<file path="src/design/tsp_pkg.sv">
// ----------------------------------------------------------------------------
// tsp_pkg
// types and constants shared by the tlv stream parser modules
// ----------------------------------------------------------------------------
package tsp_pkg;

   localparam int FIELD_W = 15;

   localparam logic [7:0] LONG_FORM_BIT = 8'h80;

   typedef enum logic [1:0] {
      PH_TAG   = 2'd0,
      PH_LEN1  = 2'd1,
      PH_LEN2  = 2'd2,
      PH_VALUE = 2'd3
   } phase_type;

   typedef enum logic [1:0] {
      KIND_TAG   = 2'd0,
      KIND_LEN1  = 2'd1,
      KIND_LEN2  = 2'd2,
      KIND_VALUE = 2'd3
   } kind_type;

   typedef struct packed {
      kind_type             byte_kind;
      logic [7:0]           byte_echo;
      logic [7:0]           current_tag;
      logic [FIELD_W-1:0]   element_length;
      logic [FIELD_W-1:0]   value_index;
      logic                 element_done;
   } result_type;

endpackage

</file>
<file path="src/design/tsp_front.sv">
// ----------------------------------------------------------------------------
// tsp_front
// classifies each request byte, tracks tag, length and value position
// ----------------------------------------------------------------------------
module tsp_front #(
   parameter int LENGTH_BITS = 15
) (
   input  logic                clock,
   input  logic                reset,
   input  logic                push,
   input  logic [7:0]          data_byte,
   output tsp_pkg::result_type result
);
   import tsp_pkg::*;

   localparam logic [15:0] LenMax = 16'((1 << LENGTH_BITS) - 1);

   phase_type               phase_ff, phase_in;
   logic [7:0]              tag_ff, tag_in;
   logic [LENGTH_BITS-1:0]  length_ff, length_in;
   logic [LENGTH_BITS-1:0]  count_ff, count_in;

   logic                    long_form;
   logic [15:0]             raw_len;
   logic [15:0]             sat_len;
   logic                    len_zero;
   logic [LENGTH_BITS:0]    count_inc;
   logic                    last_value;

   // length assembly and saturation
   always_comb begin
      long_form = (data_byte & LONG_FORM_BIT) != 8'h00;
      case (phase_ff)
         PH_LEN1: begin
            if (long_form) begin
               raw_len = {1'b0, data_byte[6:0], 8'h00};
            end else begin
               raw_len = {8'h00, data_byte};
            end
         end
         PH_LEN2: raw_len = 16'(length_ff) + {8'h00, data_byte};
         default: raw_len = 16'h0000;
      endcase
      sat_len    = (raw_len > LenMax) ? LenMax : raw_len;
      len_zero   = (sat_len == 16'h0000);
      count_inc  = {1'b0, count_ff} + {{LENGTH_BITS{1'b0}}, 1'b1};
      last_value = count_inc >= {1'b0, length_ff};
   end

   // next phase
   always_comb begin
      phase_in = phase_ff;
      if (push) begin
         case (phase_ff)
            PH_TAG:   phase_in = PH_LEN1;
            PH_LEN1: begin
               if (long_form) begin
                  phase_in = PH_LEN2;
               end else begin
                  phase_in = len_zero ? PH_TAG : PH_VALUE;
               end
            end
            PH_LEN2:  phase_in = len_zero ? PH_TAG : PH_VALUE;
            PH_VALUE: phase_in = last_value ? PH_TAG : PH_VALUE;
            default:  phase_in = PH_TAG;
         endcase
      end
   end

   // held fields and the result for this byte
   always_comb begin
      tag_in    = tag_ff;
      length_in = length_ff;
      count_in  = count_ff;
      result.byte_echo    = data_byte;
      result.value_index  = '0;
      result.element_done = 1'b0;
      case (phase_ff)
         PH_TAG: begin
            result.byte_kind = KIND_TAG;
            tag_in    = data_byte;
            length_in = '0;
            count_in  = '0;
         end
         PH_LEN1: begin
            result.byte_kind    = KIND_LEN1;
            length_in           = sat_len[LENGTH_BITS-1:0];
            count_in            = '0;
            result.element_done = !long_form && len_zero;
         end
         PH_LEN2: begin
            result.byte_kind    = KIND_LEN2;
            length_in           = sat_len[LENGTH_BITS-1:0];
            count_in            = '0;
            result.element_done = len_zero;
         end
         default: begin
            result.byte_kind    = KIND_VALUE;
            result.value_index  = FIELD_W'(count_ff);
            result.element_done = last_value;
            count_in            = last_value ? '0 : count_inc[LENGTH_BITS-1:0];
         end
      endcase
      result.current_tag    = tag_in;
      result.element_length = FIELD_W'(length_in);
   end

   always_ff @(posedge clock) begin
      if (reset) begin
         phase_ff  <= PH_TAG;
         tag_ff    <= '0;
         length_ff <= '0;
         count_ff  <= '0;
      end else if (push) begin
         phase_ff  <= phase_in;
         tag_ff    <= tag_in;
         length_ff <= length_in;
         count_ff  <= count_in;
      end
   end

endmodule

</file>
<file path="src/design/tsp_queue.sv">
// ----------------------------------------------------------------------------
// tsp_queue
// short fifo of classified results between the front and back stages
// ----------------------------------------------------------------------------
module tsp_queue #(
   parameter int DEPTH = 2
) (
   input  logic                clock,
   input  logic                reset,
   input  logic                push,
   input  tsp_pkg::result_type push_data,
   input  logic                pop,
   output tsp_pkg::result_type pop_data,
   output logic                full,
   output logic                empty
);
   import tsp_pkg::*;

   localparam int PtrW = (DEPTH > 1) ? $clog2(DEPTH) : 1;
   localparam int CntW = $clog2(DEPTH + 1);

   result_type          entries_ff [DEPTH];
   logic [PtrW-1:0]     wr_ptr_ff, wr_ptr_in;
   logic [PtrW-1:0]     rd_ptr_ff, rd_ptr_in;
   logic [CntW-1:0]     count_ff, count_in;

   // pointers wrap naturally, so DEPTH must be a power of two; the block does not enforce it
   always_comb begin
      wr_ptr_in = push ? wr_ptr_ff + PtrW'(1) : wr_ptr_ff;
      rd_ptr_in = pop  ? rd_ptr_ff + PtrW'(1) : rd_ptr_ff;
      count_in  = count_ff;
      if (push && !pop) begin
         count_in = count_ff + CntW'(1);
      end else if (pop && !push) begin
         count_in = count_ff - CntW'(1);
      end
   end

   assign full     = (count_ff == CntW'(DEPTH));
   assign empty    = (count_ff == '0);
   assign pop_data = entries_ff[rd_ptr_ff];

   always_ff @(posedge clock) begin
      if (push) begin
         entries_ff[wr_ptr_ff] <= push_data;
      end
   end

   always_ff @(posedge clock) begin
      if (reset) begin
         wr_ptr_ff <= '0;
         rd_ptr_ff <= '0;
         count_ff  <= '0;
      end else begin
         wr_ptr_ff <= wr_ptr_in;
         rd_ptr_ff <= rd_ptr_in;
         count_ff  <= count_in;
      end
   end

endmodule

</file>
<file path="src/design/tsp_back.sv">
// ----------------------------------------------------------------------------
// tsp_back
// output register: drains the queue and holds a response until taken
// ----------------------------------------------------------------------------
module tsp_back (
   input  logic                clock,
   input  logic                reset,
   input  logic                queue_empty,
   input  tsp_pkg::result_type queue_data,
   output logic                pop,
   input  logic                rsp_ready,
   output logic                rsp_valid,
   output tsp_pkg::result_type rsp_data
);
   import tsp_pkg::*;

   logic       valid_ff, valid_in;
   result_type data_ff;

   // load when the register is empty or being emptied this cycle
   assign pop      = !queue_empty && (!valid_ff || rsp_ready);
   assign valid_in = pop || (valid_ff && !rsp_ready);

   always_ff @(posedge clock) begin
      if (reset) begin
         valid_ff <= 1'b0;
      end else begin
         valid_ff <= valid_in;
      end
   end

   always_ff @(posedge clock) begin
      if (pop) begin
         data_ff <= queue_data;
      end
   end

   assign rsp_valid = valid_ff;
   assign rsp_data  = data_ff;

endmodule

</file>
<file path="src/design/tlv_stream_parser.sv">
// ----------------------------------------------------------------------------
// tlv_stream_parser
// byte-serial tag-length-value parser, one response per request byte
// ----------------------------------------------------------------------------
// usage:
//   req_* carries one stream byte per request, valid/ready handshake.
//   rsp_* returns one response per byte: its kind (tag, first or second
//   length byte, value byte), the byte itself, the element's tag and length,
//   the value position and an end-of-element flag.
//   short-form length bytes give 0..127; with the top bit set the low seven
//   bits and the next byte form a length, saturated to LENGTH_BITS bits.
//   a zero length ends the element on its length byte.
//   a byte accepted is stored in the queue, then loaded into the output register and shown on rsp_*.
//   throughput: one byte per cycle while the queue is not full, set by the registered parse
//   state update in the front stage.
//   a queue of QUEUE_DEPTH entries plus the output register absorb a
//   stalled receiver; req_ready drops only when the queue is full.
//   reset (synchronous) returns the parser to expecting a tag and empties
//   the queue and output register.
// ----------------------------------------------------------------------------
module tlv_stream_parser #(
   parameter int LENGTH_BITS = 15,
   parameter int QUEUE_DEPTH = 2
) (
   input  logic        clock,
   input  logic        reset,
   input  logic        req_valid,
   output logic        req_ready,
   input  logic [7:0]  req_data_byte,
   output logic        rsp_valid,
   input  logic        rsp_ready,
   output logic [1:0]  rsp_byte_kind,
   output logic [7:0]  rsp_byte_echo,
   output logic [7:0]  rsp_current_tag,
   output logic [14:0] rsp_element_length,
   output logic [14:0] rsp_value_index,
   output logic        rsp_element_done
);
   import tsp_pkg::*;

   logic       push;
   logic       pop;
   logic       queue_full;
   logic       queue_empty;
   result_type front_result;
   result_type queue_head;
   result_type out_result;

   assign req_ready = !queue_full;
   assign push      = req_valid && req_ready;

   tsp_front #(
      .LENGTH_BITS (LENGTH_BITS)
   ) u_front (
      .clock     (clock),
      .reset     (reset),
      .push      (push),
      .data_byte (req_data_byte),
      .result    (front_result)
   );

   tsp_queue #(
      .DEPTH (QUEUE_DEPTH)
   ) u_queue (
      .clock     (clock),
      .reset     (reset),
      .push      (push),
      .push_data (front_result),
      .pop       (pop),
      .pop_data  (queue_head),
      .full      (queue_full),
      .empty     (queue_empty)
   );

   tsp_back u_back (
      .clock       (clock),
      .reset       (reset),
      .queue_empty (queue_empty),
      .queue_data  (queue_head),
      .pop         (pop),
      .rsp_ready   (rsp_ready),
      .rsp_valid   (rsp_valid),
      .rsp_data    (out_result)
   );

   assign rsp_byte_kind      = out_result.byte_kind;
   assign rsp_byte_echo      = out_result.byte_echo;
   assign rsp_current_tag    = out_result.current_tag;
   assign rsp_element_length = out_result.element_length;
   assign rsp_value_index    = out_result.value_index;
   assign rsp_element_done   = out_result.element_done;

endmodule

</file>
<file path="config.mk">
export PLATFORM = sky130hd
export DESIGN_NAME = tlv_stream_parser
export DESIGN_NICKNAME = d
export VERILOG_FILES = /design/src/design/tsp_pkg.sv /design/src/design/tsp_front.sv /design/src/design/tsp_queue.sv /design/src/design/tsp_back.sv /design/src/design/tlv_stream_parser.sv
export SDC_FILE = /design/constraint.sdc
export NUM_CORES = 1
export LEC_CHECK = 0
export ABC_AREA = 1
export BUFFER_PORTS_ARGS = -buffer_cell sky130_fd_sc_hd__buf_2
export CAP_MARGIN = 10
export CELL_PAD_IN_SITES_DETAIL_PLACEMENT = 1
export CELL_PAD_IN_SITES_GLOBAL_PLACEMENT = 2
export CORE_ASPECT_RATIO = 0.5
export CORE_UTILIZATION = 40
export CTS_CLUSTER_DIAMETER = 100
export DETAILED_ROUTE_END_ITERATION = 8
export PLACE_DENSITY = 0.81
export SLEW_MARGIN = 10
export SYNTH_ARGS = -nofsm -noshare
export SYNTH_HDL_FRONTEND = slang
export SYNTH_SLANG_ARGS = --single-unit
</file>
<file path="constraint.sdc">
create_clock -name clock -period 8.1 [get_ports clock]
set_input_delay 1.62 -clock clock [delete_from_list [all_inputs] [get_ports clock]]
set_output_delay 1.62 -clock clock [all_outputs]
set_load 0.01 [all_outputs]
</file>
Word level (Yosys, flattened, before mapping)
Memory sizes are Yosys's and may differ from the RTL's. A register that Yosys moved wholly into a read port is not among the register bits.
Index checks and enable logic that the tools add are counted.
{"block": "totals", "memories": 1, "latch_bits": 0, "ff_bits": 45, "mem_bits_rw": 98, "rom_bits": 0}
{"block": "classes", "mux": 18, "n_lt_le_gt_ge": 2, "add_sub_neg": 6, "div": 0, "n_shift": 0, "n_reduce_logical": 21, "n_bitwise": 0, "mul": 0, "eq_ne": 4}
{"name": "u_queue.entries_ff", "words": 2, "word_bits": 49, "read_ports": 1, "rd_clocked_by_memory_dff": 1, "wr": 1, "line": "tsp_queue.sv:22", "text": "result_type entries_ff [DEPTH];"}
{"operator": "2-to-1 mux 15 bit", "n": 4}
{"operator": "one-hot mux 16 bit (2 select lines)", "n": 1}
{"operator": "one-hot mux 15 bit (2 select lines)", "n": 1}
{"operator": "adder 15 x 1 -> 16 bit (second input constant)", "n": 1}
{"operator": "adder 15 x 8 -> 16 bit", "n": 1}
{"operator": "greater-or-equal comparator 16 x 15 -> 1 bit", "n": 1}
{"operator": "greater-than comparator 16 x 15 -> 1 bit (second input constant)", "n": 1}
{"operator": "logical NOT 16 bit", "n": 1}
{"operator": "2-to-1 mux 16 bit", "n": 1}
{"operator": "2-to-1 mux 2 bit", "n": 5}
{"operator": "2-to-1 mux 8 bit", "n": 1}
{"operator": "one-hot mux 2 bit (4 select lines)", "n": 1}
{"operator": "logical NOT 1 bit", "n": 7}
{"operator": "== test 2 bit (second input constant)", "n": 3}
{"operator": "logical AND 1 bit", "n": 6}
{"operator": "one-hot mux 2 bit (3 select lines)", "n": 1}
{"operator": "logical NOT 2 bit", "n": 2}
{"operator": "one-hot mux 1 bit (3 select lines)", "n": 1}
{"operator": "OR reduction 3 bit", "n": 1}
{"operator": "adder 1 bit (second input constant)", "n": 2}
{"operator": "adder 2 x 1 -> 2 bit (second input constant)", "n": 1}
{"operator": "== test 2 x 1 -> 1 bit (second input constant)", "n": 1}
{"operator": "logical OR 1 bit", "n": 2}
{"operator": "2-to-1 mux 1 bit", "n": 2}
{"operator": "other kinds (3)", "n": 3}

Longest topological paths before layout
{"block": "logic_depth", "ltp_word": 8, "ltp_mapped": 20}

Modules after synthesis
Synthesis repeated with hierarchy kept, for this count alone.
{"block": "hier_totals", "cells_unflattened": 832, "area_unflattened_um2": 8974.9}
{"mod": "tsp_queue", "area_each_um2": 3807.4, "seq_area_each_um2": 3042.9, "cells_per_inst": 185, "n_inst": 1}
{"mod": "tsp_front", "area_each_um2": 3638.5, "seq_area_each_um2": 800.8, "cells_per_inst": 590, "n_inst": 1}
{"mod": "tsp_back", "area_each_um2": 1515.2, "seq_area_each_um2": 1491.4, "cells_per_inst": 54, "n_inst": 1}
{"mod": "tlv_stream_parser", "area_each_um2": 13.8, "seq_area_each_um2": 0.0, "cells_per_inst": 3, "n_inst": 1}

Worst setup path after synthesis
OpenSTA, ideal clock, no wires.
{"block": "synth_timing", "path_kind": "input port to flip-flop", "startpoint": "input req_valid", "endpoint": "memory u_queue.entries_ff[1][0] (netlist bit) (enable)", "path_buffers": 2, "cell_stages": 4, "setup_slack_ns": 3.411, "setup_time_ns": 0.457, "arrival_time_ns": 4.232, "required_ns": 7.643, "path_cell_list": "nand2_1 -> clkbuf_1 -> clkbuf_1 -> nor2_1"}
{"block": "synth_via", "elab_chain_len": 3}
{"item": "start, declared", "line": "tlv_stream_parser.sv:27", "text": "input logic req_valid,"}
{"item": "logical AND 1 bit", "line": "tlv_stream_parser.sv:50", "text": "assign push = req_valid && req_ready;"}
{"item": "2-to-1 mux 1 bit", "line": "tsp_queue.sv:44", "text": "if (push) begin"}
{"item": "2-to-1 mux 1 bit (implied by the code)", "line": "tsp_queue.sv:45", "text": "entries_ff[wr_ptr_ff] <= push_data;"}
{"item": "end, declared", "line": "tsp_queue.sv:22"}
Every way passes these cells.

Worst setup path after layout
{"block": "layout_timing", "startpoint": "input req_data_byte[0]", "endpoint": "register u_front.phase_ff[1]"}
{"block": "layout_via", "elab_chain_len": 8}
{"item": "start, declared", "line": "tlv_stream_parser.sv:29", "text": "input logic [7:0] req_data_byte,"}
{"item": "adder 15 x 8 -> 16 bit / 2-to-1 mux 15 bit (equally long branches)", "line": "tsp_front.sv:41, tsp_front.sv:35"}
{"item": "one-hot mux 16 bit (2 select lines) (*)", "line": "tsp_front.sv:33", "text": "case (phase_ff)"}
{"item": "greater-than comparator 16 x 15 -> 1 bit", "line": "tsp_front.sv:44", "text": "sat_len = (raw_len > LenMax) ? LenMax : raw_len;"}
{"item": "2-to-1 mux 16 bit (*)", "line": "tsp_front.sv:44"}
{"item": "logical NOT 16 bit (*)", "line": "tsp_front.sv:45", "text": "len_zero = (sat_len == 16'h0000);"}
{"item": "2-to-1 mux 2 bit (*)", "line": "tsp_front.sv:60, tsp_front.sv:63"}
{"item": "2-to-1 mux 2 bit", "line": "tsp_front.sv:57", "text": "if (long_form) begin"}
{"item": "one-hot mux 2 bit (4 select lines) (*)", "line": "tsp_front.sv:54", "text": "case (phase_ff)"}
{"item": "end signal, assigned", "line": "tsp_front.sv:115", "text": "phase_ff <= phase_in;"}
{"item": "end, declared", "line": "tsp_front.sv:18", "text": "phase_type phase_ff, phase_in;"}
Mark *: on every way between the ends. The rest lies on a longest branch, timed or not.
A chain may end at the register's enable or synchronous reset.

==> run_results.csv <==
group,metric,value,unit
outcome,status,"completed",
pwr,peakVddDrop,136,uV
synth,syn_nets,969,
setup_path,crit_type,"in2reg",
pwr,p_leak,4.39,nW
sta,fmax,256,MHz
detailed_routing,totalWireLength,24700,microns
detailed_routing,drt-wirelength-per-cell,19.2,microns
sta,setup_ws,4190,ps
layout,final_common_cell,"nand2_1",
detailed_routing,firstDrtPassIters,5,
detailed_routing,drt_iter0_drc,480,
cts,clock_path_buffers,2,
synth,synthArstFlopShare,0,%
sta,tightest_slew,1120,ps
cts,ctsResizeCount,0,
sta,setup_tns,0,ps
global_routing,overflow,0,
layout,fin_nets,1024,
synth,synth-seq-cells,192,
min_path,min_path_type,"reg2reg",
sta,setup_viol,0,
layout,final_cell_mix,"nand2_1 (313), edfxtp_1 (147), inv_1 (106)",
min_path,min_from,"u_front.tag_ff[3]",
layout,drive_gt1_share,11.5,%
die,start_util,41.8,%
global_routing,grt_usage,22.9,%
synth,yosys_warnings,0,
pwr,p_per_area,321,nW/um^2
setup_path,crit_path_end_kind,"flop",
setup_path,crit_slowest_cell,"fa_1",
detailed_routing,num_vias,6589,
cts,cts_hold_buf,0,
layout,fin_cells,1287,
placed_design,port_buffers,62,
synth,synth_xor_area_share,1.40,%
global_routing,grt_pass1_wl,37900,microns
detailed_routing,ant_nets,0,
setup_path,cp-startpoint,"req_data_byte[0]",
cts,numCtsBuffers,17,
die,die_area,22600,sq um
setup_path,worstPathBufferInverterCount,3,
placed_design,preCtsSetupSlack,3760,ps
synth,synth.distinct_cells,37,
global_routing,grt_start_max_net_pins,67,
synth,synth_edf_count,147,
die,ios,63,
detailed_routing,drc,0,
global_routing,antenna_found_initial,1,
synth,synth-compound-area-share,7.79,%
detailed_routing,viasPerCell,5.12,
cts,clkSinkCount,192,
setup_path,crit_fanout,6,
layout,fillers,2421,
setup_path,cpLargestDelayFamily,"simple AND/OR/NAND/NOR gates",
placed_design,placedCellCount,1254,
sta,fin_crit_sh,48.3,%
setup_path,worstReg2RegStart,"u_front.count_ff[0]",
setup_path,crit_path_max_incr_delay,380,ps
layout,fin_util,47.6,%
synth,synth_top_family_by_area,"simple AND/OR/NAND/NOR gates",
synth,synthCells,926,
cts,htreeDepth,4,
cts,clk_latency,440,ps
global_routing,grt_pass1_vias,6552,
synth,yosysSeqAreaShare,60.5,%
placed_design,place_hpwl,17700,microns
setup_path,critPathRequiredTime,8390,ps
sta,min_period,3910,ps
cts,cts_tree,"done",
setup_path,cp_data_arrival_time,4200,ps
sta,drv_slew,0,
die,core_area,21000,sq um
sta,fin_skew,8.55,ps
synth,synth.avg_cell_area,9.48,sq um
sta,max-slew-margin-rel,25.4,%
setup_path,path_cells,"buf_2, ha_1, inv_1, fa_1, inv_1, nand2_1, o21ai_0, nand2_1, nand2_1, nand2_1, nand3_1, nand3_1, nor2_1, nand2_1, nor2_1, nand2_1, nand2_1, nand3_1, nand2_1, a21oi_1",
synth,netlist_area,8780,sq um
synth,synth-main-ff-cell,"edfxtp_1",
synth,synth_simple_gate_area_share,19.7,%
flow_run,maxCapViolations,0,
setup_path,crit_top_cell,"nand2_1",
die,die_w,212,microns
cts,path_clk_slew,80,ps
placed_design,gp_congestion,0.853,
cts,root_buffer,"clkbuf_16",
die,rows,37,
layout,areaGrowthSynthToFinish,14.0,%
sta,rsz0062_at_grt,"false",
synth,synth.area.mux_share,0,%
setup_path,cp-start-kind,"primary input",
die,die_height,107,microns
synth,synthAdderAreaFrac,4.50,%
cts,postCtsSetupBuffers,0,
sta,hold_violations,0,
## path summary, 6_finish.rpt
path,cells after the start,to,slack (ps)
hold / removal,2,u_front.tag_ff[3],460
hold reg to reg,2,u_front.tag_ff[3],460
setup reg to reg,19,u_front.count_ff[2],4200
setup / recovery,20,u_front.phase_ff[1],4190
## flip-flops by register name (all words and copies together), names as in the netlist
| register | count |
|---|---|
| u_queue.entries_ff | 98 |
| u_front.tag_ff | 8 |
| u_front.phase_ff | 2 |
| u_queue.wr_ptr_ff | 1 |
| u_back.rsp_data | 49 |
| u_queue.rd_ptr_ff | 1 |
| u_front.length_ff | 15 |
| u_front.count_ff | 15 |
| u_queue.count_ff | 2 |
| u_back.rsp_valid | 1 |
## kinds of logic (layout without fill, tap and decap cells)
group                    after synthesis  count (layout)
other                                  0               1
flip-flops                           192             192
XOR/XNOR                              14              14
adder cells (fa/ha/maj)               31              31
AO/OA/AOI/OAI                        128             128
buffers and inverters                140             208
AND/OR/NAND/NOR                      421             421
## per-layer routing
metal  vias up  share of wire (%)  global-route usage [%]  wire, microns
met4         0               0.68                    5.54            169
met3        13                5.2                    4.54           1290
met1      3272                 52                    34.6          12900
li1       3162                  -                       -              -
met5         -                  0                       0              0
met2       142                 42                    33.3          10300
## metrics by stage
step	hold slack [ps]	power, W	instance area (sq um)
after floorplan	424	0.00197	8780
after global placement	435	0.00231	9390
after detailed placement	448	0.00235	9390
after CTS	461	0.00324	10000
after global routing	484	0.00336	10000
final	460	0.00321	10000
## power by group
part	internal (W)	total, W	leakage [nW]	switching [W]
logic	0.000224	0.000851	2.31	0.000627
clock network	0.000472	0.000892	0.298	0.000419
registers	0.00139	0.00147	1.78	0.0000783
total	0.00209	0.00321	4.39	0.00112
## layout make-up
class,count,area [sq um],area share (%)
multi-input cells,594,2950,29.5
diodes,1,2.50,0.0250
clock inverters,15,193,1.93
clock buffers,17,425,4.25
well taps,292,365,3.65
repair buffers,67,348,3.48
flip-flops and latches,192,5320,53.1
inverters,109,409,4.09
## cells in the mapped netlist, drive strengths merged (5+ instances only)
cell type | count | share of area [%]
nand4 | 7 | 0.57
ha | 30 | 4.3
inv | 108 | 4.6
nor2 | 48 | 2.2
nor3 | 5 | 0.54
clkbuf | 29 | 1.2
nand3 | 42 | 2.6
nand2 | 314 | 13
edfxtp | 147 | 50
o21ai | 58 | 3.3
xor2 | 11 | 1.1
a211oi | 6 | 0.51
a21oi | 52 | 3.0
dfxtp | 45 | 10
## tightest hold or removal path: stages, from the launching register on
cell	delay, ps
dfxtp_1	300
inv_1	60
a21oi_1	50
No activity file was read; power rests on OpenSTA's default activity.
